### src/rtl/mph_pkg.sv
// ----------------------------------------------------------------------------
// mph_pkg
// Shared types, constants and helpers of the mesh path hash appender.
// ----------------------------------------------------------------------------
package mph_pkg;

    localparam int LEN_WIDTH  = 10;
    localparam int SPAN_W     = LEN_WIDTH + 1;
    localparam int PREFIX_W   = 24;
    localparam int CFG_IDX_W  = 2;
    localparam int GRP_SLOTS  = 4;
    localparam int GRP_CNT_W  = 3;
    localparam int POS_W      = 3;

    // register indexes
    localparam logic [CFG_IDX_W-1:0] REG_MAX_PACKET_LEN        = 2'd0;
    localparam logic [CFG_IDX_W-1:0] REG_OWN_KEY_PREFIX        = 2'd1;
    localparam logic [CFG_IDX_W-1:0] REG_TRANSPORT_FLOOD_CODE  = 2'd2;
    localparam logic [CFG_IDX_W-1:0] REG_TRANSPORT_DIRECT_CODE = 2'd3;

    // status codes
    localparam logic [2:0] ST_OK           = 3'd0;
    localparam logic [2:0] ST_BAD_LENGTH   = 3'd1;
    localparam logic [2:0] ST_HEADER_SHORT = 3'd2;
    localparam logic [2:0] ST_PATH_OVERRUN = 3'd3;
    localparam logic [2:0] ST_BAD_HASH     = 3'd4;
    localparam logic [2:0] ST_PATH_FULL    = 3'd5;
    localparam logic [2:0] ST_NO_ROOM      = 3'd6;

    // path-length byte position
    localparam logic [POS_W-1:0] PLP_PLAIN     = 3'd1;
    localparam logic [POS_W-1:0] PLP_TRANSPORT = 3'd5;

    localparam logic [5:0] HASH_COUNT_FULL = 6'h3F;
    localparam logic [2:0] HASH_SIZE_MAX   = 3'd3;

    typedef struct packed {
        logic [LEN_WIDTH-1:0] max_packet_len;
        logic [PREFIX_W-1:0]  own_key_prefix;
        logic [1:0]           transport_flood_code;
        logic [1:0]           transport_direct_code;
    } mph_cfg_t;

    typedef struct packed {
        logic [7:0] out_byte;
        logic       out_last;
        logic [2:0] status;
    } mph_result_t;

    typedef struct packed {
        mph_result_t [GRP_SLOTS-1:0] slot;
        logic [GRP_CNT_W-1:0]        count;
    } mph_group_t;

    function automatic logic [7:0] prefix_byte(input logic [PREFIX_W-1:0] prefix,
                                               input logic [1:0] k);
        logic [7:0] b;
        unique case (k)
            2'd0:    b = prefix[23:16];
            2'd1:    b = prefix[15:8];
            default: b = prefix[7:0];
        endcase
        return b;
    endfunction

endpackage

### src/rtl/mph_if.sv
// ----------------------------------------------------------------------------
// mph_if
// Valid/ready channel interfaces for packet input, result output and config.
// ----------------------------------------------------------------------------
interface mph_in_if;
    logic                          valid;
    logic                          ready;
    logic [7:0]                    data_byte;
    logic [mph_pkg::LEN_WIDTH-1:0] pkt_length;
    logic                          in_last;

    modport source (output valid, data_byte, pkt_length, in_last, input ready);
    modport sink   (input valid, data_byte, pkt_length, in_last, output ready);
endinterface

interface mph_out_if;
    logic       valid;
    logic       ready;
    logic [7:0] out_byte;
    logic       out_last;
    logic [2:0] status;

    modport source (output valid, out_byte, out_last, status, input ready);
    modport sink   (input valid, out_byte, out_last, status, output ready);
endinterface

interface mph_cfg_if;
    logic                          valid;
    logic                          ready;
    logic [mph_pkg::CFG_IDX_W-1:0] index;
    logic [mph_pkg::PREFIX_W-1:0]  data;

    modport source (output valid, index, data, input ready);
    modport sink   (input valid, index, data, output ready);
endinterface

### src/rtl/mesh_path_hash_appender.sv
// ----------------------------------------------------------------------------
// mesh_path_hash_appender
// Streaming relay packet rewriter that appends the own key prefix to the path.
// ----------------------------------------------------------------------------
// usage:
//   in_stream  - one packet byte per transaction with the packet length and a
//                last flag; bytes come header first
//   out_stream - output bytes; status is meaningful on the out_last byte
//   cfg        - register writes (index, data); always ready, write only while
//                no packet byte is in flight
// flow: a byte accepted on in_stream is registered in the input register, parsed
//   into the result holder when it takes a group, and shows on out_stream from there
// throughput: one byte per cycle on pass-through bytes while out_stream is ready;
//   the byte at the insert point (or the last byte when the insert falls at the
//   packet end) yields hash size plus one output transactions, and the next byte
//   waits in the input register while the result holder hands them out
// stall: when out_stream is not ready, the result holder keeps its bytes, the
//   input register fills and in_stream.ready drops; nothing is lost
// reset: rst_n clears all pending transactions, parser position state and the
//   config registers to their defaults; no clearing pass is needed
// ----------------------------------------------------------------------------
module mesh_path_hash_appender
(
    input  logic      clk,
    input  logic      rst_n,
    mph_in_if.sink    in_stream,
    mph_out_if.source out_stream,
    mph_cfg_if.sink   cfg
);
    import mph_pkg::*;

    mph_cfg_t   cfg_q;       // live register values
    mph_group_t grp;         // results caused by the parsed byte
    logic       grp_valid;
    logic       grp_ready;

    // config register file
    mph_cfg_regs u_cfg_regs
    (
        .clk     (clk),
        .rst_n   (rst_n),
        .cfg     (cfg),
        .cfg_out (cfg_q)
    );

    // input register, route / path checks and result group build
    mph_parser u_parser
    (
        .clk       (clk),
        .rst_n     (rst_n),
        .in_stream (in_stream),
        .cfg       (cfg_q),
        .grp       (grp),
        .grp_valid (grp_valid),
        .grp_ready (grp_ready)
    );

    // result holder, serializes inserted prefix bytes
    mph_out_queue u_out_queue
    (
        .clk        (clk),
        .rst_n      (rst_n),
        .grp        (grp),
        .grp_valid  (grp_valid),
        .grp_ready  (grp_ready),
        .out_stream (out_stream)
    );

endmodule

### src/rtl/mph_cfg_regs.sv
// ----------------------------------------------------------------------------
// mph_cfg_regs
// Configuration register file written through the config channel.
// ----------------------------------------------------------------------------
module mph_cfg_regs
(
    input  logic              clk,
    input  logic              rst_n,
    mph_cfg_if.sink           cfg,
    output mph_pkg::mph_cfg_t cfg_out
);
    import mph_pkg::*;

    mph_cfg_t cfg_reg;

    assign cfg.ready = 1'b1;
    assign cfg_out   = cfg_reg;

    always_ff @(posedge clk or negedge rst_n)
    begin
        if (!rst_n)
        begin
            cfg_reg.max_packet_len        <= LEN_WIDTH'(255);
            cfg_reg.own_key_prefix        <= '0;
            cfg_reg.transport_flood_code  <= 2'd0;
            cfg_reg.transport_direct_code <= 2'd3;
        end
        else if (cfg.valid && cfg.ready)
        begin
            unique case (cfg.index)
                REG_MAX_PACKET_LEN:
                    cfg_reg.max_packet_len <= cfg.data[LEN_WIDTH-1:0];
                REG_OWN_KEY_PREFIX:
                    cfg_reg.own_key_prefix <= cfg.data;
                REG_TRANSPORT_FLOOD_CODE:
                    cfg_reg.transport_flood_code <= cfg.data[1:0];
                REG_TRANSPORT_DIRECT_CODE:
                    cfg_reg.transport_direct_code <= cfg.data[1:0];
                default:
                    cfg_reg.transport_direct_code <= cfg_reg.transport_direct_code;
            endcase
        end
    end

endmodule

### src/rtl/mph_parser.sv
// ----------------------------------------------------------------------------
// mph_parser
// Input register, packet position state and per-byte result group builder.
// ----------------------------------------------------------------------------
module mph_parser
(
    input  logic               clk,
    input  logic               rst_n,
    mph_in_if.sink             in_stream,
    input  mph_pkg::mph_cfg_t  cfg,
    output mph_pkg::mph_group_t grp,
    output logic               grp_valid,
    input  logic               grp_ready
);
    import mph_pkg::*;

    logic                 in_valid_reg;
    logic [7:0]           byte_reg;
    logic [LEN_WIDTH-1:0] size_reg;
    logic                 last_reg;

    logic [LEN_WIDTH-1:0] byte_position_reg,     byte_position_next;
    logic [POS_W-1:0]     path_len_position_reg, path_len_position_next;
    logic [LEN_WIDTH-1:0] insert_position_reg,   insert_position_next;
    logic [1:0]           hash_size_reg,         hash_size_next;
    logic                 insert_enable_reg,     insert_enable_next;
    logic [2:0]           result_code_reg,       result_code_next;

    logic                 fire;
    logic [2:0]           hs_raw;
    logic [5:0]           cnt;
    logic [SPAN_W-1:0]    span;
    logic [7:0]           ob;
    logic [2:0]           st;
    logic                 ins_pre;
    logic                 ins_end;
    logic [1:0]           route;
    logic [2:0]           hs_ext;

    assign fire            = in_valid_reg && grp_ready;
    assign grp_valid       = in_valid_reg;
    assign in_stream.ready = !in_valid_reg || grp_ready;

    always_ff @(posedge clk or negedge rst_n)
    begin
        if (!rst_n)
        begin
            in_valid_reg <= 1'b0;
        end
        else if (in_stream.ready)
        begin
            in_valid_reg <= in_stream.valid;
        end
    end

    always_ff @(posedge clk)
    begin
        if (in_stream.ready && in_stream.valid)
        begin
            byte_reg <= in_stream.data_byte;
            size_reg <= in_stream.pkt_length;
            last_reg <= in_stream.in_last;
        end
    end

    always_ff @(posedge clk or negedge rst_n)
    begin
        if (!rst_n)
        begin
            byte_position_reg     <= '0;
            path_len_position_reg <= PLP_PLAIN;
            insert_position_reg   <= '0;
            hash_size_reg         <= 2'd1;
            insert_enable_reg     <= 1'b0;
            result_code_reg       <= ST_OK;
        end
        else if (fire)
        begin
            byte_position_reg     <= byte_position_next;
            path_len_position_reg <= path_len_position_next;
            insert_position_reg   <= insert_position_next;
            hash_size_reg         <= hash_size_next;
            insert_enable_reg     <= insert_enable_next;
            result_code_reg       <= result_code_next;
        end
    end

    // header and path-length checks, state update
    always_comb
    begin
        byte_position_next     = byte_position_reg;
        path_len_position_next = path_len_position_reg;
        insert_position_next   = insert_position_reg;
        hash_size_next         = hash_size_reg;
        insert_enable_next     = insert_enable_reg;
        result_code_next       = result_code_reg;
        ob                     = byte_reg;
        ins_pre                = 1'b0;
        st                     = ST_OK;
        route                  = byte_reg[1:0];
        hs_raw                 = {1'b0, byte_reg[7:6]} + 3'd1;
        cnt                    = byte_reg[5:0];
        span                   = SPAN_W'(path_len_position_reg) + SPAN_W'(1)
                                 + SPAN_W'(hs_raw) * SPAN_W'(cnt);

        if (byte_position_reg == '0)
        begin
            result_code_next   = ST_OK;
            insert_enable_next = 1'b0;
            path_len_position_next = (route == cfg.transport_flood_code ||
                                      route == cfg.transport_direct_code)
                                     ? PLP_TRANSPORT : PLP_PLAIN;
            if (size_reg < LEN_WIDTH'(2) || size_reg > cfg.max_packet_len)
                result_code_next = ST_BAD_LENGTH;
            else if (LEN_WIDTH'(path_len_position_next) >= size_reg)
                result_code_next = ST_HEADER_SHORT;
        end
        else if (byte_position_reg == LEN_WIDTH'(path_len_position_reg) &&
                 result_code_reg == ST_OK && !insert_enable_reg)
        begin
            if (span > {1'b0, size_reg})
                result_code_next = ST_PATH_OVERRUN;
            else if (hs_raw > HASH_SIZE_MAX)
                result_code_next = ST_BAD_HASH;
            else if (cnt == HASH_COUNT_FULL)
                result_code_next = ST_PATH_FULL;
            else if ({1'b0, size_reg} + SPAN_W'(hs_raw) > {1'b0, cfg.max_packet_len})
                result_code_next = ST_NO_ROOM;
            else
            begin
                insert_enable_next   = 1'b1;
                insert_position_next = span[LEN_WIDTH-1:0];
                hash_size_next       = hs_raw[1:0];
                ob                   = {byte_reg[7:6], cnt + 6'd1};
            end
        end
        else if (insert_enable_reg && byte_position_reg == insert_position_reg)
        begin
            ins_pre            = 1'b1;
            insert_enable_next = 1'b0;
        end

        ins_end = last_reg && insert_enable_next;

        if (last_reg)
        begin
            if (result_code_next != ST_OK)
                st = result_code_next;
            else if (byte_position_reg < LEN_WIDTH'(path_len_position_next))
                st = ST_HEADER_SHORT;
            else if (insert_enable_next &&
                     (byte_position_reg + LEN_WIDTH'(1)) != insert_position_next)
                st = ST_PATH_OVERRUN;
            else
                st = ST_OK;
            insert_enable_next = 1'b0;
            byte_position_next = '0;
        end
        else
        begin
            byte_position_next = byte_position_reg + LEN_WIDTH'(1);
        end
    end

    // result group: prefix bytes before or after the current byte
    always_comb
    begin
        hs_ext = {1'b0, hash_size_next};
        for (int j = 0; j < GRP_SLOTS; j++)
        begin
            grp.slot[j] = '0;
            if (ins_pre)
            begin
                if (3'(j) < hs_ext)
                    grp.slot[j].out_byte = prefix_byte(cfg.own_key_prefix, 2'(j));
                else if (3'(j) == hs_ext)
                begin
                    grp.slot[j].out_byte = ob;
                    grp.slot[j].out_last = last_reg;
                    grp.slot[j].status   = st;
                end
            end
            else if (ins_end)
            begin
                if (j == 0)
                    grp.slot[j].out_byte = ob;
                else if (3'(j) <= hs_ext)
                begin
                    grp.slot[j].out_byte = prefix_byte(cfg.own_key_prefix, 2'(j - 1));
                    grp.slot[j].out_last = (3'(j) == hs_ext);
                    grp.slot[j].status   = (3'(j) == hs_ext) ? st : ST_OK;
                end
            end
            else if (j == 0)
            begin
                grp.slot[j].out_byte = ob;
                grp.slot[j].out_last = last_reg;
                grp.slot[j].status   = st;
            end
        end
        grp.count = (ins_pre || ins_end) ? hs_ext + 3'd1 : 3'd1;
    end

    a_code_blocks_insert: assert property (@(posedge clk) disable iff (!rst_n)
        (result_code_reg != ST_OK) |-> !insert_enable_reg)
        else $error("insert armed while a check has failed");

    a_hash_size_legal: assert property (@(posedge clk) disable iff (!rst_n)
        insert_enable_reg |-> (hash_size_reg != 2'd0))
        else $error("insert armed with zero hash size");

endmodule

### src/rtl/mph_out_queue.sv
// ----------------------------------------------------------------------------
// mph_out_queue
// Holds one result group and hands its bytes out one transaction at a time.
// ----------------------------------------------------------------------------
module mph_out_queue
(
    input  logic                clk,
    input  logic                rst_n,
    input  mph_pkg::mph_group_t grp,
    input  logic                grp_valid,
    output logic                grp_ready,
    mph_out_if.source           out_stream
);
    import mph_pkg::*;

    mph_result_t [GRP_SLOTS-1:0] slot_reg;
    logic [GRP_CNT_W-1:0]        count_reg;
    logic [GRP_CNT_W-1:0]        rd_reg;
    logic [GRP_CNT_W-1:0]        remaining;
    logic                        pop;
    logic                        load;
    mph_result_t                 head;

    assign remaining = count_reg - rd_reg;
    assign pop       = out_stream.valid && out_stream.ready;
    assign grp_ready = (remaining == '0) || (remaining == GRP_CNT_W'(1) && out_stream.ready);
    assign load      = grp_valid && grp_ready;
    assign head      = slot_reg[rd_reg[1:0]];

    assign out_stream.valid    = (remaining != '0);
    assign out_stream.out_byte = head.out_byte;
    assign out_stream.out_last = head.out_last;
    assign out_stream.status   = head.status;

    always_ff @(posedge clk or negedge rst_n)
    begin
        if (!rst_n)
        begin
            count_reg <= '0;
            rd_reg    <= '0;
        end
        else if (load)
        begin
            count_reg <= grp.count;
            rd_reg    <= '0;
        end
        else if (pop)
        begin
            rd_reg <= rd_reg + GRP_CNT_W'(1);
        end
    end

    always_ff @(posedge clk)
    begin
        if (load)
        begin
            slot_reg <= grp.slot;
        end
    end

    a_rd_in_range: assert property (@(posedge clk) disable iff (!rst_n)
        (rd_reg <= count_reg) && (count_reg <= GRP_CNT_W'(GRP_SLOTS)))
        else $error("read pointer past group end");

    a_no_overwrite: assert property (@(posedge clk) disable iff (!rst_n)
        load |-> (remaining == '0 || (remaining == GRP_CNT_W'(1) && pop)))
        else $error("group loaded over pending results");

endmodule
### src/flat_wrapper.sv
// flat-port wrapper written by rule: the top's interface ports become plain ports
module mesh_path_hash_appender_flat import mph_pkg::*;
  (clk, rst_n, in_stream_valid, in_stream_data_byte, in_stream_pkt_length, in_stream_in_last, in_stream_ready, out_stream_valid, out_stream_out_byte, out_stream_out_last, out_stream_status, out_stream_ready, cfg_valid, cfg_index, cfg_data, cfg_ready);
  mph_in_if in_stream_i ();
  mph_out_if out_stream_i ();
  mph_cfg_if cfg_i ();
  input  logic clk;
  input  logic rst_n;
  input wire logic [$bits(in_stream_i.valid)-1:0] in_stream_valid;
  input wire logic [$bits(in_stream_i.data_byte)-1:0] in_stream_data_byte;
  input wire logic [$bits(in_stream_i.pkt_length)-1:0] in_stream_pkt_length;
  input wire logic [$bits(in_stream_i.in_last)-1:0] in_stream_in_last;
  output wire logic [$bits(in_stream_i.ready)-1:0] in_stream_ready;
  output wire logic [$bits(out_stream_i.valid)-1:0] out_stream_valid;
  output wire logic [$bits(out_stream_i.out_byte)-1:0] out_stream_out_byte;
  output wire logic [$bits(out_stream_i.out_last)-1:0] out_stream_out_last;
  output wire logic [$bits(out_stream_i.status)-1:0] out_stream_status;
  input wire logic [$bits(out_stream_i.ready)-1:0] out_stream_ready;
  input wire logic [$bits(cfg_i.valid)-1:0] cfg_valid;
  input wire logic [$bits(cfg_i.index)-1:0] cfg_index;
  input wire logic [$bits(cfg_i.data)-1:0] cfg_data;
  output wire logic [$bits(cfg_i.ready)-1:0] cfg_ready;
  assign in_stream_i.valid = in_stream_valid;
  assign in_stream_i.data_byte = in_stream_data_byte;
  assign in_stream_i.pkt_length = in_stream_pkt_length;
  assign in_stream_i.in_last = in_stream_in_last;
  assign in_stream_ready = in_stream_i.ready;
  assign out_stream_valid = out_stream_i.valid;
  assign out_stream_out_byte = out_stream_i.out_byte;
  assign out_stream_out_last = out_stream_i.out_last;
  assign out_stream_status = out_stream_i.status;
  assign out_stream_i.ready = out_stream_ready;
  assign cfg_i.valid = cfg_valid;
  assign cfg_i.index = cfg_index;
  assign cfg_i.data = cfg_data;
  assign cfg_ready = cfg_i.ready;
  mesh_path_hash_appender u_core (.clk(clk), .rst_n(rst_n), .in_stream(in_stream_i), .out_stream(out_stream_i), .cfg(cfg_i));
endmodule
### config.mk
export PLATFORM = sky130hd
export DESIGN_NAME = mesh_path_hash_appender_flat
export DESIGN_NICKNAME = d
export VERILOG_FILES = /design/src/rtl/mph_pkg.sv /design/src/rtl/mph_if.sv /design/src/rtl/mesh_path_hash_appender.sv /design/src/rtl/mph_cfg_regs.sv /design/src/rtl/mph_parser.sv /design/src/rtl/mph_out_queue.sv /design/src/flat_wrapper.sv
export SDC_FILE = /design/constraint.sdc
export NUM_CORES = 1
export LEC_CHECK = 0
export ABC_CLOCK_PERIOD_IN_PS = 12200
export BUFFER_PORTS_ARGS = -buffer_cell sky130_fd_sc_hd__buf_4
export CORE_ASPECT_RATIO = 0.7
export CORE_MARGIN = 3
export CORE_UTILIZATION = 50
export CTS_BUF_LIST = sky130_fd_sc_hd__clkbuf_4 sky130_fd_sc_hd__clkbuf_8
export DETAILED_ROUTE_END_ITERATION = 7
export PLACE_DENSITY = 0.75
export SLEW_MARGIN = 20
export SYNTH_ARGS = -nofsm -noshare
export SYNTH_HDL_FRONTEND = slang
export SYNTH_SLANG_ARGS = --single-unit
### constraint.sdc
create_clock -name clk -period 12.2 [get_ports clk]
set_input_delay 0.61 -clock clk [delete_from_list [all_inputs] [get_ports clk]]
set_output_delay 0.61 -clock clk [all_outputs]
set_load 0.05 [all_outputs]
* After elaboration in Yosys (flattened, before gate mapping) *
Cells that the tools add are included.

cells by class
  multipliers = 1
  equal/unequal tests = 13
  add/sub/neg operators = 9
  order comparisons = 14
  reduce and logical (&&, ||, !) cells = 28
  multiplexer cells = 73

operators with widths
  kind                                                          number
  two-way mux 12 bit                                            15
  two-way mux 10 bit                                            7
  two-way mux 3 bit                                             16
  two-way mux 6 bit                                             6
  binary-select mux 12 bit (select 2 bit)                       1
  two-way mux 8 bit                                             3
  greater-than comparator 10 bit                                2
  two-way mux 2 bit                                             10
  two-way mux 4 bit                                             4
  adder 10 x 3 -> 11 bit                                        1
  greater-than comparator 11 x 10 -> 1 bit                      1
  two-way mux 1 bit                                             11
  adder 10 x 1 -> 10 bit (second input constant)                1
  adder 4 x 9 -> 10 bit                                         1
  == test 10 bit                                                1
  == test 10 x 3 -> 1 bit                                       1
  greater-or-equal comparator 3 x 10 -> 1 bit                   1
  logical NOT 10 bit                                            1
  less-than comparator 10 x 2 -> 1 bit (second input constant)  1
  less-than comparator 10 x 3 -> 1 bit                          1
  != test 10 bit                                                1
  logical AND 1 bit                                             9
  multiplier 3 x 6 -> 9 bit                                     1
  AND reduction 2 bit                                           4
  other kinds (24)                                              38

storage, ports and cells
  output and inout port bits = 15
  flip-flop bits (word level) = 141
  logic and storage cells = 166
  bits of input ports = 50

* Longest topological paths before layout *
  word-level depth = 19
  mapped depth = 25
  mapped depth without buffers = 25

* Modules after synthesis *
From an unflattened synthesis, not the netlist that was laid out.

second synthesis, totals
  cell total of the unflattened synthesis = 820
  area total of the unflattened synthesis = 9018.6 um2

by module, submodules not included
  module         seq. area each (um2)  area an instance (um2)  cells an instance  times used
  mph_parser     1323.8                5337.6                  635                1
  mph_out_queue  1591.5                2128.3                  100                1
  mph_cfg_regs   963.4                 1552.7                  85                 1

* Worst setup path before layout *
Ideal clock, no wire load.

  path kind = register -> register
  start = register u_core.u_parser.byte_reg[6]
  end = register u_core.u_out_queue.slot_reg[12] (netlist name) (data pin)
  arrival = 6.545 ns
  path slack = 5.509 ns
  required time = 12.054 ns
  buffers on the path = 0
  cell stages (with the launch flop) = 24
  period minus slack after synthesis = 6.691 ns
  library setup time = 0.146 ns
  cells stage by stage = edfxtp_1 -> ha_1 -> nand2_1 -> fa_1 -> fa_1 -> inv_1 -> fa_1 -> a211oi_1 -> o21bai_1 -> a21oi_1 -> xnor2_1 -> ha_1 -> nand4_1 -> or3_1 -> o2bb2ai_1 -> o2111ai_2 -> nor2_4 -> mux2i_1 -> inv_1 -> ha_1 -> nor3_2 -> a21oi_1 -> or4_1 -> o2bb2ai_1

RTL lines
  what                      RTL line             text
  start: declaration        mph_parser.sv:18     logic [7:0] byte_reg;
  start signal: assignment  mph_parser.sv:60     byte_reg <= in_stream.data_byte;
  end signal: assignment    mph_out_queue.sv:57  slot_reg <= grp.slot;
  end: declaration          mph_out_queue.sv:16  mph_result_t [GRP_SLOTS-1:0] slot_reg;

==> out/metrics.yaml <==
routing:
  wl_um: 21600
  dr.pass1.iters: 6
  vias_per_cell: 5.91
  vias: 6602
  drc: 0
  wire_per_inst_um: 19.3
  initialDrtViolationCount: 768
  drt.antenna.violating_nets: 0
placed_design:
  dpl_cell_area_sq_um: 9390
  dp_hpwl_um: 16500
  place_inst: 1086
  routabilityCongestion: 0.924
  port_buffers: 63
  dp_slack_ps: 4390
synthesis:
  netlist.area_leader.share: 0.231
  synth_edf_count: 67
  synth_top_cell_by_area: "edfxtp_1"
  syn_area_sq_um: 8720
  synth_commonest_cells: "92 x nand2_1, 67 x edfxtp_1, 63 x ha_1, 62 x dfrtp_1, 54 x o21ai_0"
  synth_flop_cell: "edfxtp_1"
  yosysSeqAreaShare: 0.445
  synthTopCellsByArea: "edfxtp_1 23%, dfrtp_1 18%, ha_1 9.0%, mux2_2 5.3%, nand2_1 4.0%"
  synth_nets: 944
  async_flop_share: 0.525
  synthCells: 822
  synth-seq-cells: 141
  synth_warnings: 0
  yosysMostFrequentCell: "nand2_1"
  syn_avg_cell_area_sq_um: 10.6
  yosysUniqueCellTypes: 74
floorplanning:
  fp-row-count: 39
  start_util: 0.522
  die_height_um: 116
  fp.dieArea_sq_um: 19100
  core_area_sq_um: 16700
  die_w_um: 164
  io_pins: 65
critical_path:
  slowest_stage: "nor3_2"
  crit_required_ps: 12500
  path_depth: 23
  endpoint: "u_core.u_out_queue.slot_reg[12]"
  crit_path_start: "u_core.u_parser.byte_reg[6]"
  path_cells: "ha_1, nand2_1, fa_1, fa_1, inv_1, fa_1, a211oi_1, o21bai_1, a21oi_1, xnor2_1, ha_1, nand4_1, or3_1, o2bb2ai_1, o2111ai_2, nor2_4, mux2i_1, inv_1, ha_1, nor3_2, a21oi_1, or4_1, o2bb2ai_1"
  path_buf_inv: 2
  worstSetupStartpointType: "flip-flop"
  regToRegEndpoint: "u_core.u_out_queue.slot_reg[12]"
  worstPathMaxFanout: 10
  path_class: "reg2reg"
  r2r-start: "u_core.u_parser.byte_reg[6]"
  max_stage_delay_ps: 580
  cpLargestDelayFamily: "adder cells"
  reg2reg_slack_ps: 4310
  cp.arrival_ps: 8190
  ff2ff_path_depth: 23
  end_kind: "flip-flop"
clocking:
  post_cts_resized: 0
  htree_levels: 4
  cts_buffers: 17
  cts_tree: "built"
  cts_hold_buffers: 0
  clockBufferDepth: 2
  cts-root-buf: "clkbuf_8"
  cts_sinks: 141
  clk_latency_ps: 450
  cts_setup_buffers: 0
  clk_pin_slew_ps: 90
timing:
  setup_viol: 0
  max-slew-margin-rel: 0.302
  hold_slack_ps: 297
  max_freq_mhz: 127
  setup_slack_ps: 4310
  finalSetupTns_ps: 0
  finalHoldViolations: 0
  slew_viol_final: 0
  fin_crit_ps: 7890
  fin_crit_sh: 0.647
  clock_skew_ps: 14.4
  worst_pin_slew_ps: 1050
  rsz0062_at_grt: "false"
job:
  maxCapViolCount: 0
global_route:
  grt_pass1_wl_um: 34700
  grt_usage: 0.237
  grt_pass1_vias: 6377
  grt_max_degree: 75
  antenna_found_initial: 0
  overflow: 0
hold_path:
  hp-class: "in2async"
layout:
  area_growth_pct: 12.0
  regArea_sq_um: 3880
  multi_input_area_sq_um: 4520
  fin_util: 0.585
  drive_gt1_frac: 0.198
  nets: 1002
  num_antenna_cells: 0
  largest_reg_flops: 48
  stdcell_count: 1118
  fill_cells: 1428
  final_area_sq_um: 9760
power:
  p_leak_nw: 4.14
  peakVddDrop_uv: 221
  total_power_mw: 2.60
  p_per_area_nw_per_um2: 266
status:
  status: "complete, no violations"
## final cells by class
class / instances / share of cell area
multi-input combinational: 599 / 0.463
sequential: 141 / 0.397
timing repair buffer: 68 / 0.0523
tap: 225 / 0.0288
clock buffer: 18 / 0.0254
inverter: 53 / 0.0204
clock inverter: 14 / 0.0127
## worst min path at each step
stage	to
floorplan	u_core.u_cfg_regs.cfg_out[10]
global placement	u_core.u_parser.result_code_reg[0]
detailed placement	u_core.u_parser.hash_size_reg[1]
CTS	u_core.u_parser.size_reg[5]
global route	u_core.u_parser.size_reg[8]
finish	u_core.u_parser.byte_position_reg[9]
## cell families (layout without fill, tap and decap cells)
| group | Yosys count | count (layout) | synth area share |
|---|---|---|---|
| fa+ha+maj | 72 | 72 | 0.111 |
| other cells | 1 | 1 | 0.000430 |
| compound gates | 157 | 157 | 0.118 |
| mux | 58 | 58 | 0.0897 |
| xor+xnor | 50 | 50 | 0.0502 |
| simple gates | 261 | 261 | 0.148 |
| buf+inv | 82 | 153 | 0.0366 |
| flops | 141 | 141 | 0.445 |
## worst reg2reg max path: stages (launching register included)
cell and delay (ps):
edfxtp_1 550, ha_1 560, nand2_1 140, fa_1 510
fa_1 520, inv_1 70, fa_1 460, a211oi_1 380
o21bai_1 130, a21oi_1 180, xnor2_1 150, ha_1 340
nand4_1 110, or3_1 400, o2bb2ai_1 350, o2111ai_2 240
nor2_4 340, mux2i_1 520, inv_1 140, ha_1 260
nor3_2 580, a21oi_1 170, or4_1 510, o2bb2ai_1 140
## routing by layer
metal	vias to the layer above	part of all wire	GRT usage
met4	0	0.0046	0.0361
met1	3204	0.48	0.363
met5	-	0	0
li1	3086	-	-
met3	14	0.099	0.0659
met2	298	0.42	0.344
## power breakdown
part	switching, mW	total, mW	internal [mW]
clock network	0.207	0.361	0.154
logic	0.864	1.38	0.517
registers	0.145	0.856	0.710
## layout by cell type, fill, tap and decap left out, types with 4 or more instances in the layout
cell | netlist | routed
o31ai_1 | 6 | 6
a22oi_1 | 5 | 5
and3_1 | 8 | 8
clkinv_4 | 0 | 4
nor3_1 | 17 | 17
buf_4 | 1 | 68
nand3_1 | 20 | 20
mux2i_1 | 5 | 5
nand2_1 | 92 | 92
clkbuf_8 | 0 | 18
xor2_1 | 22 | 22
mux4_2 | 12 | 12
nand2b_1 | 5 | 5
o21a_1 | 5 | 5
nor2b_1 | 12 | 12
nor2_1 | 47 | 47
a211oi_1 | 4 | 4
a21o_1 | 8 | 8
ha_1 | 63 | 63
a21oi_1 | 33 | 33
o21ai_0 | 54 | 54
dfrtp_1 | 62 | 62
dfstp_2 | 12 | 12
inv_6 | 0 | 4
and4_1 | 4 | 4
mux2_2 | 41 | 41
and2_1 | 15 | 15
inv_1 | 52 | 51
fa_1 | 9 | 9
nor4_1 | 7 | 7
xnor2_1 | 28 | 28
nand3b_1 | 7 | 7
edfxtp_1 | 67 | 67
nand4_1 | 8 | 8
a222oi_1 | 4 | 4
a22o_1 | 7 | 7
Note: power is estimated with default switching activity, not from simulation.
